==> src/sv/kmc_div.sv <==
// Restoring unsigned divider, one quotient bit per cycle.
// Depends on nothing; used by the centroid update of the clustering block.
`timescale 1ns / 1ps
module kmc_div #(
  parameter int NUM_W = 32,
  parameter int DEN_W = 13
) (
  input  logic             clk,
  input  logic             rst_n,
  input  logic             start,
  input  logic [NUM_W-1:0] num,
  input  logic [DEN_W-1:0] den,
  output logic             done,
  output logic [NUM_W-1:0] quo
);

  localparam int CNT_W = $clog2(NUM_W + 1);

  logic [DEN_W-1:0] rem_r;
  logic [NUM_W-1:0] quo_r;
  logic [DEN_W-1:0] den_r;
  logic [CNT_W-1:0] cnt_r;
  logic             run_r;
  logic             done_r;
  logic [DEN_W:0]   shifted;
  logic [DEN_W:0]   diff;
  logic             fits;

  assign shifted = {rem_r, quo_r[NUM_W-1]};
  assign diff    = shifted - {1'b0, den_r};
  assign fits    = shifted >= {1'b0, den_r};

  always_ff @(posedge clk) begin
    if (!rst_n) begin
      run_r  <= 1'b0;
      done_r <= 1'b0;
      cnt_r  <= '0;
    end else begin
      done_r <= 1'b0;
      if (start) begin
        run_r <= 1'b1;
        cnt_r <= CNT_W'(NUM_W);
        rem_r <= '0;
        quo_r <= num;
        den_r <= den;
      end else if (run_r) begin
        rem_r <= fits ? diff[DEN_W-1:0] : shifted[DEN_W-1:0];
        quo_r <= {quo_r[NUM_W-2:0], fits};
        cnt_r <= cnt_r - 1'b1;
        if (cnt_r == CNT_W'(1)) begin
          run_r  <= 1'b0;
          done_r <= 1'b1;
        end
      end
    end
  end

  assign done = done_r;
  assign quo  = quo_r;

endmodule

==> config.mk <==
export PLATFORM = sky130hd
export DESIGN_NAME = kmc_div
export DESIGN_NICKNAME = d
export VERILOG_FILES = /design/src/sv/kmc_div.sv
export SDC_FILE = /design/constraint.sdc
export NUM_CORES = 1
export LEC_CHECK = 0
export ABC_AREA = 0
export BUFFER_PORTS_ARGS = -buffer_cell sky130_fd_sc_hd__buf_2
export CORE_UTILIZATION = 45
export DETAILED_ROUTE_END_ITERATION = 10
export GPL_ROUTABILITY_DRIVEN = 0
export PLACE_DENSITY = 0.74
export SKIP_LAST_GASP = 1
export SYNTH_ARGS = -nofsm -noshare
export SYNTH_HDL_FRONTEND = slang
export SYNTH_SLANG_ARGS = --single-unit
export TNS_END_PERCENT = 30
==> constraint.sdc <==
create_clock -name clk -period 2.5 [get_ports clk]
set_clock_uncertainty 0.05 [all_clocks]
set_input_delay 0.5 -clock clk [delete_from_list [all_inputs] [get_ports clk]]
set_output_delay 0.5 -clock clk [all_outputs]
set_load 0.01 [all_outputs]
After elaboration in Yosys (flattened, before gate mapping)
Cells that the tools add are included.

$add $sub $neg: 2. Magnitude comparators: 1. Equality and inequality tests: 1. Muxes and demuxes: 10. Bitwise logic cells: 2. Reductions and logical operators: 5.

Operators with widths (count): $mux 32 (2); $mux 13 (2); $ge 14x13->1 (1); $sub 13x13->13 (1); $mux 6 (2); $eq 6x1->1 const B (1); $sub 6x1->6 const B (1); $mux 1 (4); $reduce_and 2->1 (2); $reduce_or 3->1 (1); $not 1->1 (2); $reduce_bool 2->1 (1); $reduce_or 2->1 (1).

Register bits: 66. Input bits: 48. Output and inout port bits: 33. Logic and storage cells: 28.

Depth between registers and ports, before layout
Gate-level depths: netlist of run 1.

Depth in word-level cells: 4. Mapped depth: 11.

Worst setup path after synthesis of run 1
OpenSTA, ideal clock, no wires.

Path kind: register to register. Start point: register quo_r[31], in the netlist quo[31]. End point: register rem_r[12] (data pin). Data arrival time: 2.221 ns. Data required time: 2.195 ns. Path slack: -0.026 ns. Cell stages (with the launch flop): 11. Path buffers: 0. Period minus slack after synthesis: 2.526 ns. Path through: edfxtp_1 inv_1 ha_1 inv_1 fa_1 a211oi_1 o21bai_1 a221o_1 a21oi_2 xnor2_1 a31o_1.

Word-level cells in the longest chain between the ends: 3. Elaborated cells on any way between the ends: 4. Classes of those cells: add/sub (1); order compare (1); mux (2).

RTL lines: start: declaration (RTL line 20) `logic [NUM_W-1:0] quo_r;`; start signal: assignment (RTL line 44) `quo_r <= num;`; start signal: assignment (RTL line 48) `quo_r <= {quo_r[NUM_W-2:0], fits};`; $sub 13x13->13 / $ge 14x13->1 (equally long branches) (RTL line 30, 31); $mux 13 * (RTL line 47) `rem_r <= fits ? diff[DEN_W-1:0] : shifted[DEN_W-1:0];`; $mux 13 * (RTL line 46) `end else if (run_r) begin`; end signal: assignment (RTL line 47); end: declaration (RTL line 19) `logic [DEN_W-1:0] rem_r;`.

Every way passes the cells marked *; elsewhere a longest branch is shown, timed or not. The select of a mux whose other input is x is not followed. A chain may end at the register's enable or synchronous reset.

Worst setup path after layout of run 1
Ends and elaborated chain as after synthesis.

==> results of run 1 <==
## where the power goes
part | internal [mW] | switching [mW]
Sequential | 1.31 | 0.0419
Combinational | 0.349 | 0.355
Clock | 0.662 | 0.416
Total | 2.32 | 0.813
## worst max-delay path: stages, from the launching register on
cell,delay [ps]
edfxtp_1,400
inv_1,80
ha_2,180
inv_2,40
fa_2,380
a211oi_2,180
o21bai_1,130
buf_4,150
a221o_1,310
a21oi_2,130
xnor2_1,70
a31o_1,210
## stage by stage
stage,power [mW],hold WS (ps),worst slack (ps),cells
after floorplan,1.843,421.4,49.24,249
after global placement,2.046,433.9,-36.02,441
after detailed placement,2.062,454.1,-71.81,441
after CTS,3.147,262.5,-85.42,457
after global routing,3.293,255.7,-146.7,460
final,3.136,280.7,-59.50,460
## cells by family (layout without fill, tap and decap cells)
kind of cell / Yosys count / after routing
AOI/OAI and AO/OA: 40 / 41
xor gates and xnor gates: 15 / 15
adders and majority gates: 16 / 16
buffers and inverters: 26 / 137
DFF: 66 / 66
muxes: 37 / 37
and+or+nand+nor: 49 / 49
## worst max-delay path by stage
stage / endpoint / slack, ps / cells after the start
final: rem_r[12] / -60 / 11
after global routing: rem_r[12] / -150 / 11
after floorplan: rem_r[12] / 50 / 10
after detailed placement: rem_r[12] / -70 / 11
after CTS: rem_r[12] / -90 / 11
after global placement: rem_r[12] / -40 / 11
## cell usage in the layout, fill, tap and decap left out, drive strengths merged, types with 5 or more instances in the layout
cell    synthesis  layout
dfxtp           8       8
ha             15      15
clkbuf          6       9
xnor2          10      10
buf             2     103
a211oi          7       7
a21oi           9      10
inv            18      19
nor2           19      19
edfxtp         58      58
mux2           32      32
xor2            5       5
nand3           8       8
mux2i           5       5
## registers in the layout, summed over array words and instances, names as in the netlist
signal  count
cnt_r       6
den_r      13
done        1
quo        32
rem_r      13
run_r       1
## routing by layer
layer | vias up | part of all wire | wire, µm | global-route usage
met1 | 1145 | 0.44 | 2901 | 0.2199
met3 | 17 | 0.046 | 305 | 0.05749
met5 | - | 0 | 0 | 0
met2 | 49 | 0.49 | 3267 | 0.2671
met4 | 0 | 0.024 | 158 | 0.08651
li1 | 1153 | - | - | -
## final cells by class
class                   instances  area, µm²  area share
repair buffers                103      585.6      0.1373
multi-input cells             158       1346      0.3156
inverters                      18      67.56     0.01584
flip-flops and latches         66       1902      0.4459
clock inverters                 7      116.4     0.02728
well taps                      99      123.9     0.02904
clock buffers                   9      123.9     0.02904
## repair_timing
action                     4_1_cts  5_1_grt
setup buffers                    0        2
pin swaps                        0        7
cloned                           0        1
setup endpoints to repair        9       14
hold buffers                     0        0
resized for setup                0        3
==> metrics.cfg, run 1 <==
[outcome]
status=complete, but fails checks
violations=negative setup slack

[synth]
ys_ff_latch=66
synth_edf_count=58
synthDistinctLibCells=49
synthMostInstantiatedCell=edfxtp_1
synth_compound_gate_area_share=0.09561
async_flop_share=0
yosys_warnings=0
yosys.area.top_type_share=0.5219
syn_avg_cell_area_um2=13.40
synth-simple-area-share=0.07724
synth_cells=249
seq_area_frac_synth=0.5699
ys.flop_type=edfxtp_1
synth-xor-area-share=0.03937
synth_common_cells=edfxtp_1, mux2_2, nor2_1
synth_top_family_by_area=multiplexers
syn_area_mm2=0.003337
synthTopCellsByArea=edfxtp_1, mux2_2, ha_1
yosysTopAreaCell=edfxtp_1
synth-adder-area-share=0.06224
muxShareOfSynthArea=0.1230
syn_nets=313

[layout]
antenna_cells=0
final_area_mm2=0.004265
fin_nets=420
drive_above_1_share=0.4515
area_growth_pct=27.82
final.fill_count=630
utilization=0.5912

[worst_setup_path]
r2r_cells=11
path_class=reg2reg
r2r_end=rem_r[12]
crit_fanout=3
r2r-start=quo[31]
cp-start-kind=flip-flop
crit_path_start=quo[31]
end_kind=flip-flop
cp.required_ps=2550
reg2reg_setup_slack_ps=-60
crit_arrival_ps=2610

[sta]
rsz0062_at_grt=true
worst_pin_slew_ps=650.9
setup-violations-final=1
relSlewSlack=0.5661
finalCritPeriodShare=1.024
hold_viol=0
fmax_mhz=390.7
fin_setup_tns_ps=-59.50
setup_ws_ps=-59.50
min_period_ps=2560
drv_slew=0

[floorplan]
die_h_um=88.11
start_util=0.4625
core-area_mm2=0.007214
die-area_mm2=0.007763
ios=81
dieWidth_um=88.11
rows=31

[grt]
antenna_found_initial=0
grt.overflow.total=0
first_global_vias=2165
track_usage=0.1735
grt_max_degree=33
grt_pass1_wl_um=9942

[clock_tree]
cts_tree=done
cts_made_buffers=9
clock_latency_ps=340
cts_max_level=3
clkSinkCount=66
clkTransAtPathRegs_ps=70
cts-root-buf=clkbuf_8
clock_path_buffers=2

[placement]
dpl-instance-area_mm2=0.003994
dp_hpwl_um=4723
io_buffers=80

[pwr]
ir_drop_mv=0.4545
leakage_nw=1.783
powerDensity_mw_per_mm2=735.1

[detailed_routing]
vias=2364
drt_wl_total_um=6632
detail_route.wl_per_cell_um=14.42
avgViaCountPerCell=5.139
drt_iter0_drc=224
drc=0
ant_nets=0
dr.pass1.iters=7

[job]
cap_violations=0

[hold_path]
hp-start=den[1]
min_to=den_r[1]
hold_path.class=in2reg
hold_depth=1

No activity file was read; power rests on OpenSTA's default activity.
==> run 2: changes to the inputs <==
CELL_PAD_IN_SITES_DETAIL_PLACEMENT = 2   (was not set)
CELL_PAD_IN_SITES_GLOBAL_PLACEMENT = 2   (was not set)
CORE_UTILIZATION = 32   (was 45)
PLACE_DENSITY = 0.77   (was 0.74)
==> run 2 against run 1 <==
The run still ends with negative setup slack left. Via count is 3.8% higher. Clock power is 15% lower. First-iteration DRC count is 69% lower. Worst setup slack worse by 46 ps. Power is 2.2% lower. Core utilization is 16 points lower. Critical path depth is 1 higher. Die area is 40% higher. Count of clock-buffer cells in the layout is 3 higher. Combinational power is 12% higher. Global-route usage is 0.46 points higher. Critical path type unchanged. Critical endpoint is now rem_r[8].
==> metrics.cfg, run 2 (synthesis gave the netlist of run 1 again) <==
[grt]
grt_pass1_wl_um=14810
first_global_vias=2714
antenna_found_initial=1
track_usage=0.1781
grt_max_degree=25
grt.overflow.total=0

[sta]
min_period_ps=2605
worst_pin_slew_ps=626.2
hold_viol=0
holdWs_ps=277.3
rsz0062_at_grt=true
finalCritPeriodShare=1.042
fmax_mhz=383.9
setup_ws_ps=-105.1
relSlewSlack=0.5821
drv_slew=0
setup-violations-final=13
fin_setup_tns_ps=-629.9

[detailed_routing]
drt_iter0_drc=69
drc=0
avgViaCountPerCell=4.906
detail_route.wl_per_cell_um=19.43
drt_wl_total_um=9714
vias=2453
ant_nets=0
dr.pass1.iters=4

[clock_tree]
clock_path_buffers=2
cts_max_level=3
cts_made_buffers=9
clkSinkCount=66
clkTransAtPathRegs_ps=80
cts_tree=done
cts-root-buf=clkbuf_8
clock_latency_ps=340

[worst_setup_path]
crit_arrival_ps=2620
cp.required_ps=2520
r2r-start=quo[31]
end_kind=flip-flop
path_class=reg2reg
crit_fanout=3
r2r_cells=12
cp-start-kind=flip-flop
reg2reg_setup_slack_ps=-110
r2r_end=rem_r[8]

[layout]
fin_cells=500
fin_nets=425
area_growth_pct=29.58
final_area_mm2=0.004324
final_common_cell=buf_2
largest_reg_flops=32
drive_above_1_share=0.4617
utilization=0.4344
mostFrequentLayoutCells=buf_2, edfxtp_1, mux2_2, buf_4, nor2_1

[outcome]
status=complete, but fails checks
violations=negative setup slack

[placement]
dp_hpwl_um=6618
dp.cells=475
io_buffers=80
pre_cts_ws_ps=-184.6
dpl-instance-area_mm2=0.004024

[hold_path]
hold_depth=1
hp-start=den[1]
min_to=den_r[1]
hold_path.class=in2reg

[floorplan]
dieWidth_um=104.1
ios=81
die-area_mm2=0.01084
die_h_um=104.1
start_util=0.3352
rows=36
core-area_mm2=0.009955

[pwr]
ir_drop_mv=0.2585
fin_total_pwr_mw=3.066
powerDensity_mw_per_mm2=709.0
leakage_nw=1.784

[job]
cap_violations=0

[run 2: routing by layer]
| layer | vias to the layer above | global-route usage | wire [µm] |
|---|---|---|---|
| li1 | 1151 | - | - |
| met3 | 10 | 0.03634 | 212 |
| met1 | 1256 | 0.2110 | 4133 |
| met5 | - | 0 | 0 |
| met2 | 36 | 0.3190 | 5205 |
| met4 | 0 | 0.06122 | 163 |
[run 2: worst max path at each step]
stage,end,slack (ps),startpoint
4_1_cts,rem_r[12],-110,quo[31]
5_1_grt,rem_r[6],-210,quo[31]
2_1_floorplan,rem_r[12],50,quo[31]
3_3_place_gp,rem_r[9],-100,quo[31]
6_report,rem_r[8],-110,quo[31]
3_5_place_dp,rem_r[1],-180,quo[31]
[run 2: cell type report]
type | instances | area (µm²)
Inverter | 18 | 67.56
Clock inverter | 4 | 51.30
Clock buffer | 12 | 145.1
Antenna cell | 1 | 2.502
Fill cell | 1021 | 5630
Sequential cell | 66 | 1902
Tap cell | 133 | 166.4
Multi-Input combinational cell | 158 | 1375
Timing Repair Buffer | 108 | 614.3
[run 2: worst max-delay path, cell delays in order (launching register included)]
cell and delay, ps:
edfxtp_1 430, inv_2 90, ha_4 140, inv_2 40, fa_2 340, a211oi_2 280
o21bai_2 90, buf_4 150, o22ai_4 210, buf_6 150, buf_4 90, xor2_1 180
a211oi_2 90
[run 2: repair_timing]
action,4_1_cts,5_1_grt
setup endpoints to repair,14,14
pin swaps,9,9
gates cloned,1,0
hold buffers,0,0
resized for setup,5,5
setup buffers,3,4
[run 2: power breakdown]
group | switching, mW | total, mW | internal, mW
Clock | 0.426 | 0.915 | 0.489
Sequential | 0.0470 | 1.36 | 1.31
Combinational | 0.421 | 0.792 | 0.371
==> run 3: changes to the inputs <==
PLACE_DENSITY = 0.78   (was 0.77)
SLEW_MARGIN = 20   (was not set)
clock period = 2.23 ns   (was 2.5 ns; I/O delays follow)
==> run 3 against run 2 <==
Critical path depth decreased by 2. Routed wire length increased by 5.6%. First-iteration DRC count increased by 2.9%. Sequential power increased by 12%. Count of clock-buffer cells in the layout decreased by 2. Largest power group unchanged. Largest cell class unchanged. Die area unchanged. The run still ends with negative setup slack left.
==> metrics.cfg, run 3 (synthesis gave the netlist of run 1 again) <==
[sta]
hold_viol=0
min_period_ps=2524
fin_setup_tns_ps=-2760
setup-violations-final=14
fmax_mhz=396.2
relSlewSlack=0.5933
setup_ws_ps=-293.8
drv_slew=0
worst_pin_slew_ps=609.3
rsz0062_at_grt=true
finalCritPeriodShare=1.132

[pwr]
clockPowerShare=0.313
ir_drop_mv=0.3019
seqPwrFrac=0.416
combPwrFrac=0.271
p_switching_mw=1.088
swShare=0.2962
powerDensity_mw_per_mm2=818.9
leakage_nw=1.850
power.internal_mw=2.585

[detailed_routing]
drt_wl_total_um=10260
drc=0
ant_nets=0
drt_iter0_drc=71
detail_route.wl_per_cell_um=20.16
dr.pass1.iters=4
avgViaCountPerCell=4.931
vias=2510

[worst_setup_path]
end_kind=flip-flop
crit_slowest_cell=edfxtp_1
path_cells=inv_2, ha_4, inv_2, fa_2, a211oi_4, o21bai_4, a221o_1, a21oi_2, xnor2_1, a31o_1
cp_top_family=compound AO/OA/AOI/OAI gates
r2r_end=rem_r[12]
r2r-start=quo[31]
cp.required_ps=2290
r2r_cells=10
crit_fanout=3
critPathMaxStageDelay_ps=400
reg2reg_setup_slack_ps=-290
cp_common_cell=inv_2
cp-start-kind=flip-flop
path_class=reg2reg
crit_arrival_ps=2580
path_buf_inv=2

[job]
cap_violations=0

[layout]
mostFrequentLayoutCells=buf_2, edfxtp_1, buf_4
area_growth_pct=34.42
final.fill_count=1010
drive_above_1_share=0.4920
utilization=0.4506
fin_nets=435
antenna_cells=0
final_area_mm2=0.004486
fin_cells=509
regArea_mm2=0.001902
largest_reg_flops=32
final_common_cell=buf_2
multi_input_area_mm2=0.001420

[floorplan]
rows=36
start_util=0.3352
ios=81
die-area_mm2=0.01084
die_h_um=104.1
core-area_mm2=0.009955
dieWidth_um=104.1

[grt]
grt_pass1_wl_um=16200
antenna_found_initial=0
grt_max_degree=37
track_usage=0.1997
first_global_vias=2916
grt.overflow.total=0

[clock_tree]
clock_path_buffers=2
cts-root-buf=clkbuf_8
clkSinkCount=66
cts_tree=done
cts_max_level=3
cts_made_buffers=9
clock_latency_ps=360
clkTransAtPathRegs_ps=80
holdBufCountCts=0

[outcome]
violations=negative setup slack
status=complete, but fails checks

[placement]
dp.cells=488
io_buffers=80
dpl-instance-area_mm2=0.004164
dp_hpwl_um=7061
pre_cts_ws_ps=-558.6

[hold_path]
hp-start=den[10]
hold_path.class=in2reg
min_to=den_r[10]
hold_depth=1

==> run 3: cell count changes in the layout (fill, tap and decap cells not counted), sizes merged <==
cell,delta
clkinvlp,+1
clkinv,-1
bufinv,+1
clkbuf,-2
buf,+10
diode,-1
inv,+1
==> run 3: stage by stage <==
| stage | power [mW] | hold slack [ps] |
|---|---|---|
| CTS | 3.659 | 204.9 |
| finish | 3.673 | 215.0 |
| floorplan | 2.091 | 421.4 |
| global placement | 2.374 | 430.6 |
| global route | 3.830 | 196.9 |
| detailed placement | 2.424 | 453.9 |
==> run 3: area by class of cell <==
cell class	instances	area share
multi-input combinational	158	0.3166
clock buffer	10	0.02845
sequential	66	0.4240
timing repair buffer	118	0.1590
clock inverter	6	0.01980
tap	133	0.03710
inverter	18	0.01506
==> run 3: what timing repair did <==
| action | CTS | global route |
|---|---|---|
| pin swaps | 9 | 4 |
| resized for setup | 9 | 5 |
| hold endpoints to repair | 0 | 0 |
| setup buffers | 4 | 0 |
| setup endpoints to repair | 14 | 14 |
| cloned | 1 | 0 |
==> run 3: how the worst max path moves through the flow <==
stage / startpoint / to / slack [ps] / cells past startpoint
6_report: quo[31] / rem_r[12] / -290 / 10
2_1_floorplan: quo[31] / rem_r[12] / -180 / 10
3_3_place_gp: den_r[0] / rem_r[8] / -280 / 10
4_1_cts: quo[31] / rem_r[12] / -340 / 10
3_5_place_dp: den_r[0] / rem_r[7] / -560 / 10
5_1_grt: quo[31] / rem_r[12] / -360 / 10
==> run 3: metal layers <==
layer / global-route usage / routed length, µm / vias to the layer above
li1: - / - / 1171
met1: 0.2088 / 3926 / 1264
met2: 0.3700 / 5656 / 50
met3: 0.04386 / 280 / 25
met4: 0.1082 / 395 / 0
met5: 0 / 0 / -
==> run 3: power by group through the flow <==
stage / combinational [mW] / sequential [mW] / clock (mW)
floorplan: 0.534 / 1.56 / 0
global placement: 0.830 / 1.54 / 0
detailed placement: 0.871 / 1.55 / 0
CTS: 0.965 / 1.53 / 1.16
global route: 1.07 / 1.54 / 1.22
finish: 0.995 / 1.53 / 1.15
